--- src/hdl/eti_pkg.sv ---
// eti_pkg: shared constants, codes and control structs of the escape-time unit
// no dependencies; used by the channel interfaces and all eti modules

package eti_pkg;

	// fixed field widths of the item channels and configuration port
	localparam int C_W         = 32;
	localparam int C_FRAC      = 28;
	localparam int COUNT_OUT_W = 16;
	localparam int MODE_W      = 3;
	localparam int ITER_W      = 16;
	localparam int CFG_IDX_W   = 1;
	localparam int CFG_DATA_W  = 16;

	// defaults of the top-level parameters
	localparam int FRAC_BITS_DEF  = 28;
	localparam int COUNT_BITS_DEF = 16;

	// reset values of the configuration registers
	localparam logic [ITER_W-1:0] MAX_ITER_RST = ITER_W'(255);

	typedef enum logic [CFG_IDX_W-1:0] {
		REG_MAP_MODE = 1'b0,
		REG_MAX_ITER = 1'b1
	} cfg_reg_t;

	typedef enum logic [MODE_W-1:0] {
		MODE_MANDEL      = 3'd0,
		MODE_COMPWISE    = 3'd1,
		MODE_HALF_MIX    = 3'd2,
		MODE_COLLAPSE_Y2 = 3'd3,
		MODE_IGNORE_Y2   = 3'd4
	} map_mode_t;

	// controller to datapath
	typedef struct packed {
		logic load;    // take c, clear z and count
		logic update;  // apply one map step, count up
		logic finish;  // capture result into the output register
	} eti_cmd_t;

	// datapath to controller
	typedef struct packed {
		logic escaped;
		logic at_limit;
	} eti_stat_t;

endpackage

--- src/hdl/eti_ctrl.sv ---
// eti_ctrl: sequencing state machine and output valid flag
// depends on eti_pkg for the command and status structs

module eti_ctrl import eti_pkg::*; (
	input  logic      clk,
	input  logic      arst_n,
	input  logic      in_valid,
	output logic      in_ready,
	output logic      out_valid,
	input  logic      out_ready,
	input  eti_stat_t stat,
	output eti_cmd_t  cmd
);

	typedef enum logic [1:0] {
		ST_IDLE,
		ST_MUL,
		ST_EVAL
	} state_t;

	state_t state_q;
	logic   out_valid_q;
	logic   done;
	logic   out_free;

	assign done      = stat.escaped | stat.at_limit;
	assign out_free  = ~out_valid_q | out_ready;
	assign in_ready  = (state_q == ST_IDLE);
	assign out_valid = out_valid_q;

	always_comb begin
		cmd        = '0;
		cmd.load   = (state_q == ST_IDLE) & in_valid;
		cmd.update = (state_q == ST_EVAL) & ~done;
		cmd.finish = (state_q == ST_EVAL) & done & out_free;
	end

	always_ff @(posedge clk or negedge arst_n) begin
		if (!arst_n) begin
			state_q     <= ST_IDLE;
			out_valid_q <= 1'b0;
		end else begin
			if (cmd.finish) begin
				out_valid_q <= 1'b1;
			end else if (out_ready) begin
				out_valid_q <= 1'b0;
			end
			case (state_q)
				ST_IDLE: begin
					if (in_valid) state_q <= ST_MUL;
				end
				ST_MUL: begin
					state_q <= ST_EVAL;
				end
				ST_EVAL: begin
					if (cmd.update || cmd.finish) begin
						state_q <= cmd.update ? ST_MUL : ST_IDLE;
					end
				end
				default: begin
					state_q <= ST_IDLE;
				end
			endcase
		end
	end

endmodule

--- config.mk ---
export PLATFORM = sky130hd
export DESIGN_NAME = eti_ctrl
export DESIGN_NICKNAME = d
export VERILOG_FILES = /design/src/hdl/eti_pkg.sv /design/src/hdl/eti_ctrl.sv
export SDC_FILE = /design/constraint.sdc
export NUM_CORES = 1
export LEC_CHECK = 0
export BUFFER_PORTS_ARGS = -buffer_cell sky130_fd_sc_hd__buf_2
export CORE_AREA = 2 2 39 41
export DETAILED_ROUTE_END_ITERATION = 10
export DIE_AREA = 0 0 41 43
export PLACE_DENSITY = 0.39
export SYNTH_ARGS = -nofsm -noshare
export SYNTH_HDL_FRONTEND = slang
export SYNTH_SLANG_ARGS = --single-unit
--- constraint.sdc ---
create_clock -name clk -period 2.49 [get_ports clk]
set_clock_uncertainty 0.05 [all_clocks]
set_input_delay 0.1245 -clock clk [delete_from_list [all_inputs] [get_ports clk]]
set_output_delay 0.1245 -clock clk [all_outputs]
set_load 0.02 [all_outputs]
After elaboration in Yosys (flattened, before gate mapping):

Cells that the tools add are included.

* equality and inequality tests: 4
* mux-type cells: 6
* bitwise gates (word level): 8
* reductions and logical operators: 4

Operator list (count)
* $pmux 2 s3: 1
* $and 1x1->1: 4
* $mux 2: 2
* $mux 1: 3
* $eq 2x1->1 const B: 1
* $eq 2x2->1 const B: 1
* $logic_not 2->1: 1
* $ne 2x1->1 const B: 1
* $ne 2x2->1 const B: 1
* $not 1->1: 2
* $or 1x1->1: 2
* $reduce_and 2->1: 1
* $reduce_bool 2->1: 1
* $logic_or 1x1->1: 1

* bits in registers: 3
* input bits: 6
* output and inout bits: 5
* logic and storage cells: 24

Logic depth before layout (Yosys ltp):

Gate-level depths: netlist of the first run.

* depth after elaboration: 6
* gate-level depth with buffers: 2
* depth with buffers taken out: 2

Worst setup path before layout of the first run:

Ideal clock, no wire load.

* path kind: reg-to-output
* start point: reg state_q[0]
* end point: out cmd[0] (netlist bit)
* data arrival time: 1.109 ns
* data required time: 2.316 ns
* path slack: 1.206 ns
* cell stages (with the launch flop): 3
* buffers on the path: 0
* path through: dfrtp_1 nand2b_1 nor3b_1

RTL lines
* from (decl): line eti_ctrl.sv:21 `state_t state_q;`
* from (signal assigned): line eti_ctrl.sv:57 `state_q <= cmd.update ? ST_MUL : ST_IDLE;`
* to (decl): line eti_ctrl.sv:12 `output eti_cmd_t cmd`

==> implementation parameters, run 1 <==
Parameter                              Value

Run status
  Run status ... finished clean

Critical path
  WP data required ... 2320 ps
  Kind of end point of the critical path ... output port
  Crit-path cells ... nand2b_1 -> nor3b_1 -> buf_2
  Category of the most critical setup path ... register to output port
  Data arrival time of the critical path ... 1240 ps
  Register-to-register path setup slack ... 1470 ps
  Max stage delay on crit path ... 400 ps
  CP startpoint kind ... register
  Critical path's slowest cell ... sky130_fd_sc_hd__dfrtp_1
  Crit-path max FO ... 4

Yosys
  Number of enable-type register cells in the synthesized netlist ... 0
  Biggest area contributors in the synthesized netlist ... sky130_fd_sc_hd__dfrtp_1 48%, sky130_fd_sc_hd__nand2b_1 16%, sky130_fd_sc_hd__a21oi_2 5.6%, sky130_fd_sc_hd__or3b_1 5.6%, sky130_fd_sc_hd__nor2_1 4.8%
  Synth warn ... 0
  Unique masters post-synth ... 10
  Fraction of synthesized cell area taken by the top area cell type ... 48.0%
  Commonest cells in the synthesized netlist ... 4 x sky130_fd_sc_hd__nand2b_1, 3 x sky130_fd_sc_hd__dfrtp_1, 2 x sky130_fd_sc_hd__nor2_1
  Number of synthesized register bits ... 3
  Mean instance size in the synthesized netlist ... 9.78 sq um
  Top flip-flop cell by instance count after synthesis ... sky130_fd_sc_hd__dfrtp_1
  Post-synth ARST share ... 100%
  Largest area contributor in the synthesized netlist ... sky130_fd_sc_hd__dfrtp_1
  Number of cells produced by synthesis ... 16
  Nets in the synthesized netlist ... 22
  Post-synthesis cell area ... 156 sq um
  Portion of the post-synthesis area used by sequential elements ... 48.0%
  Most frequent cell after synthesis ... sky130_fd_sc_hd__nand2b_1

Floorplan
  Std-Cell Core Area ... 0.00138 sq mm
  Total Die Area ... 0.00176 sq mm
  Die width ... 41 microns
  IO Pins ... 11
  Effective utilization at floorplan ... 11.3%
  Number of rows created at floorplan ... 14
  Die Height ... 43 microns

Power
  Combinational cell fraction of total power ... 42.7%
  Switching Share ... 40.1%
  Clock group share of total power ... 28.1%
  Switching power total ... 122 uW
  Power per unit of standard cell area ... 1160 mW/mm^2
  Leakage power total ... 0.125 nW
  Power share of the sequential group ... 29.2%
  Worst supply voltage drop on vdd ... 301 uV
  P_int ... 182 uW
  Final Total Pwr ... 304 uW

Placed design
  Cell count after placement ... 42
  Count of input and output buffers ... 10
  Routability congestion estimate ... 0.781
  Cell area reported after detailed placement ... 226 sq um
  Post-place setup slack ... 1330 ps

STA
  Post-route setup slack ... 1080 ps
  Worst-Margin Slew ... 214 ps
  Count of endpoints failing hold in the final timing report ... 0
  Total Negative Setup Slacks ... 0 ps
  Max-slew violation count ... 0
  Achievable clock frequency ... 709 MHz
  Worst rel slew slack ... 85.6%
  Unrepaired setup endpoints after global routing ... false
  # setup viols final ... 0
  Post-route clock period utilization ... 56.6%
  Minimum clock period after layout ... 1410 ps
  Min Hold Slack ... 123 ps

Global routing
  Maximum number of pins on one net before global-route repair ... 6
  Remaining global-route overflow ... 0
  Global-route wire length before repair ... 634 microns
  Via count of the first global-routing pass ... 141
  Overall track demand over capacity in global routing ... 5.73%
  Initial antenna violation count ... 0

Clock network
  Number of clock sinks seen by CTS ... 3
  Count of hold-fix buffers inserted at cts ... 1
  Total of cells resized after clock tree synthesis ... 0
  Clock-pin slew on the worst setup and hold paths ... 30 ps
  Clock tree from TritonCTS ... done
  Number of H-tree branching levels ... 1
  Clock tree root buffer cell ... sky130_fd_sc_hd__clkbuf_4
  CTS buffer count ... 3
  Insertion delay to the later sink of the worst-skew pair ... 230 ps
  Number of setup buffers added after CTS ... 0
  Clock tree buffer depth ... 2

Finish
  Core Util, Final ... 19.0%
  Nets ... 38
  Fraction of final layout cells sized beyond drive strength 1 ... 45.2%
  Ant diodes ... 0
  Cell Count, Final, Fillers Out ... 47
  Fillers ... 155
  Area Overhead vs Synth ... 68.0%
  Final instance area ... 263 sq um

Route
  Antenna Nets Post-Route ... 0
  Total Wirelength ... 383 microns
  Per-cell via count in the routed design ... 3.43
  Vias ... 161
  Wire length per cell after detailed routing ... 8.15 microns
  DRC Markers ... 0
  DR pass1 iterations ... 2
  1st-iter DRT viols ... 4

Worst hold path
  Worst min-delay path category ... input pin to register

Job
  Max-cap violations ... 0
-- kinds of logic (layout without fill, tap and decap cells) --
family | Yosys count | in the layout | synth area share [%]
buf+inv | 0 | 15 | 0
compound gates | 3 | 3 | 13.6
simple gates | 10 | 10 | 38.4
flops | 3 | 3 | 48.0
-- final cells by class --
type,count,area (sq um),area share (%)
Clock buffer,4,26.3,10.0
Multi-Input combinational cell,13,81.3,31.0
Sequential cell,3,75.1,28.6
Tap cell,16,20.0,7.62
Timing Repair Buffer,11,60.1,22.9
-- worst paths after layout --
path | from | end | cells past startpoint
min in group asynchronous | arst_n | state_q[1] | 2
worst min register to register | state_q[0] | state_q[0] | 1
worst max register to register | state_q[1] | state_q[0] | 2
worst max-delay path | state_q[0] | cmd[0] | 3
worst min-delay path | in_valid | state_q[0] | 3
max in group asynchronous | arst_n | state_q[0] | 2
-- power by group through the flow --
stage	Combinational, mW	Sequential, mW	Clock (mW)
after floorplan	0.0807	0.0931	0
after global placement	0.130	0.0885	0
after detailed placement	0.130	0.0888	0
after CTS	0.131	0.0893	0.0896
after global routing	0.144	0.0939	0.0930
final	0.130	0.0887	0.0856
-- sequential cells by signal (all words and copies together), names as in the netlist --
signal	flops
out_valid	1
state_q	2
-- per-layer routing --
layer	up-vias	GRT usage, %	routed length [microns]
met5	-	0	0
met4	0	4.00	0
met3	0	4.71	63
met2	10	5.31	123
met1	64	8.09	196
li1	87	-	-
-- layout by cell type (no fill, tap or decap) --
| cell | synthesis | layout |
|---|---|---|
| sky130_fd_sc_hd__buf_2 | 0 | 10 |
| sky130_fd_sc_hd__nand2b_1 | 4 | 4 |
| sky130_fd_sc_hd__clkbuf_4 | 0 | 3 |
| sky130_fd_sc_hd__dfrtp_1 | 3 | 3 |
| sky130_fd_sc_hd__nor2_1 | 2 | 2 |
| sky130_fd_sc_hd__nor3_1 | 1 | 1 |
| sky130_fd_sc_hd__and2_1 | 1 | 1 |
| sky130_fd_sc_hd__nor3b_1 | 1 | 1 |
| sky130_fd_sc_hd__or3b_1 | 1 | 1 |
| sky130_fd_sc_hd__a21oi_2 | 1 | 1 |
| sky130_fd_sc_hd__o31ai_1 | 1 | 1 |
| sky130_fd_sc_hd__o21ai_1 | 1 | 1 |
| sky130_fd_sc_hd__clkbuf_1 | 0 | 1 |
| sky130_fd_sc_hd__dlygate4sd3_1 | 0 | 1 |
-- worst max-delay path: cells and delay by family, from the launching register on --
| family | cells | cell delay, ps |
|---|---|---|
| flip-flops | 1 | 400 |
| AND/OR/NAND/NOR | 2 | 410 |
| buffers and inverters | 1 | 190 |
No activity file was read; power rests on OpenSTA's default activity.
==> run 2: changes to the inputs <==
==> constraint.sdc (replaced) <==
create_clock -name clk -period 1.3 [get_ports clk]
set_clock_uncertainty 0.05 [all_clocks]
set_input_delay 0.065 -clock clk [delete_from_list [all_inputs] [get_ports clk]]
set_output_delay 0.065 -clock clk [all_outputs]
set_load 0.02 [all_outputs]
==> implementation parameters, run 2 (synthesized netlist as in run 1, its figures left out) <==
Parameter                              Value

Clock network
  Clock tree root buffer cell ... sky130_fd_sc_hd__clkbuf_4
  Insertion delay to the later sink of the worst-skew pair ... 230 ps (about the same)
  Number of clock sinks seen by CTS ... 3 (unchanged)
  Number of H-tree branching levels ... 1 (unchanged)
  Clock tree buffer depth ... 2 (unchanged)
  CTS buffer count ... 3 (unchanged)
  Clock tree from TritonCTS ... done
  Clock-pin slew on the worst setup and hold paths ... 40 ps (about the same)

Floorplan
  Die Height ... 43 microns (unchanged)
  IO Pins ... 11 (unchanged)
  Total Die Area ... 0.00176 sq mm (unchanged)
  Die width ... 41 microns (unchanged)
  Number of rows created at floorplan ... 14 (unchanged)
  Std-Cell Core Area ... 0.00138 sq mm (unchanged)
  Effective utilization at floorplan ... 11.3% (unchanged)

STA
  Unrepaired setup endpoints after global routing ... false
  Max-slew violation count ... 0 (unchanged)
  Total Negative Setup Slacks ... 0 ps (unchanged)
  # setup viols final ... 0 (unchanged)
  Count of endpoints failing hold in the final timing report ... 0 (unchanged)
  Achievable clock frequency ... 795 MHz
  Post-route clock period utilization ... 96.8%
  Worst-Margin Slew ... 216 ps (+1.85 ps)
  Minimum clock period after layout ... 1260 ps
  Worst rel slew slack ... 85.5% (about the same)

Route
  Antenna Nets Post-Route ... 0 (unchanged)
  Total Wirelength ... 398 microns (+3.9%)
  DR pass1 iterations ... 1 (-1)
  Vias ... 165 (+2.5%)
  DRC Markers ... 0 (unchanged)
  Wire length per cell after detailed routing ... 8.29 microns (+1.8%)
  Per-cell via count in the routed design ... 3.44 (+0.35%)
  1st-iter DRT viols ... 0 (-4)

Worst hold path
  Worst min-delay path category ... input pin to register
  Instance count along the most critical hold path ... 3 (unchanged)

Critical path
  Critical path's slowest cell ... sky130_fd_sc_hd__dfrtp_1
  Crit-path max FO ... 4 (unchanged)
  Category of the most critical setup path ... register to output port
  CP startpoint kind ... register
  Data arrival time of the critical path ... 1140 ps (-100 ps)
  Crit-path cells ... nand2b_4 -> nor3_1 -> buf_2
  Worst R2R Path Depth ... 2 (unchanged)
  WP data required ... 1190 ps (-1130 ps)
  Kind of end point of the critical path ... output port
  Max stage delay on crit path ... 400 ps (about the same)

Placed design
  DP Wirelength ... 296 microns
  Routability congestion estimate ... 0.708 (-9.4%)
  Count of input and output buffers ... 10 (unchanged)
  Cell area reported after detailed placement ... 226 sq um (unchanged)

Finish
  Final instance area ... 285 sq um (+8.6%)
  Fillers ... 155 (unchanged)
  Number of flip-flops under the largest register name ... 2 (unchanged)
  Total area of multi-input combinational cells ... 93.8 sq um (+15%)
  Area Overhead vs Synth ... 82.4%
  Nets ... 39 (+2.6%)
  Fraction of final layout cells sized beyond drive strength 1 ... 53.1% (+8.0 points)
  Sequential cell area in the final layout ... 75.1 sq um (unchanged)
  Ant diodes ... 0 (unchanged)
  Biggest register ... state_q
  Most frequent standard cell in the layout excluding fill and tap cells ... sky130_fd_sc_hd__buf_2
  Commonest non-fill, non-tap cells in the layout ... 9 x sky130_fd_sc_hd__buf_2, 3 x sky130_fd_sc_hd__nand2b_1, 3 x sky130_fd_sc_hd__clkbuf_4, 3 x sky130_fd_sc_hd__dfrtp_1

Run status
  Run status ... finished clean

Power
  Leakage power total ... 0.137 nW (+9.1%)
  Worst supply voltage drop on vdd ... 387 uV (+29%)
  Power per unit of standard cell area ... 2230 mW/mm^2 (+93%)

Global routing
  Remaining global-route overflow ... 0 (unchanged)
  Via count of the first global-routing pass ... 143 (+1.4%)
  Global-route wire length before repair ... 572 microns (-9.8%)
  Overall track demand over capacity in global routing ... 5.52% (-0.22 points)
  Maximum number of pins on one net before global-route repair ... 6 (unchanged)
  Initial antenna violation count ... 0 (unchanged)

Job
  Max-cap violations ... 0 (unchanged)
-- run 2: changes by cell type in the layout (fill, tap and decap cells not counted), sizes merged --
cell  delta
buf      +1
-- run 2: where the power goes --
part	total, mW	leakage, nW	internal, mW	switching, mW
clock	0.169	0.0150	0.115	0.0532
sequential	0.176	0.0386	0.133	0.0428
combinational	0.292	0.0832	0.137	0.155
total	0.636	0.137	0.386	0.251
-- run 2: per-layer routing --
metal	track usage, %	part of all wire, %	vias up	routed length [microns]
li1	-	-	88	-
met2	4.69	39	8	155
met4	8.00	0	0	0
met3	3.14	12	0	47
met1	7.05	49	69	195
met5	0	0	-	0
-- run 2: cell type report --
type                    count  area share, %
well taps                  16           7.02
repair buffers             12           24.6
clock buffers               4           9.21
multi-input cells          13           32.9
flip-flops and latches      3           26.3
-- run 2: timing repair --
| action | 4_1_cts | 5_1_grt |
|---|---|---|
| hold buffers | 1 | 0 |
| endpoints found under the hold margin | 3 | 0 |
| buffers inserted | 0 | 1 |
| setup endpoints to repair | 2 | 2 |
| gates resized for setup | 2 | 1 |
-- run 2: worst max-delay path, delay by kind of cell (launching register included) --
kind / cells / cell delay, ps
flip-flops: 1 / 400
AND/OR/NAND/NOR: 2 / 320
buffers and inverters: 1 / 190
-- run 2: path summary, 6_finish.rpt --
check                            from  slack [ps]         end
min in group asynchronous      arst_n         110  state_q[1]
setup / recovery           state_q[0]          40      cmd[1]
max in group asynchronous      arst_n         990  state_q[0]
setup reg to reg           state_q[1]         250  state_q[0]
hold reg to reg            state_q[0]         500  state_q[1]
hold / removal               in_valid          50  state_q[0]
-- run 2: per-stage QoR --
| step | total power [mW] | cells | util (%) | setup slack, ps | hold slack, ps |
|---|---|---|---|---|---|
| finish | 0.636 | 48 | 20.6 | 41.8 | 47.7 |
| global route | 0.681 | 48 | 20.6 | 7.04 | 55.8 |
| CTS | 0.626 | 47 | 19.9 | 25.2 | 46.6 |
| detailed placement | 0.416 | 42 | 16.4 | 221 | -183 |
| global placement | 0.417 | 42 | 16.4 | 216 | -190 |
| floorplan | 0.333 | 16 | - | 75.8 | -281 |
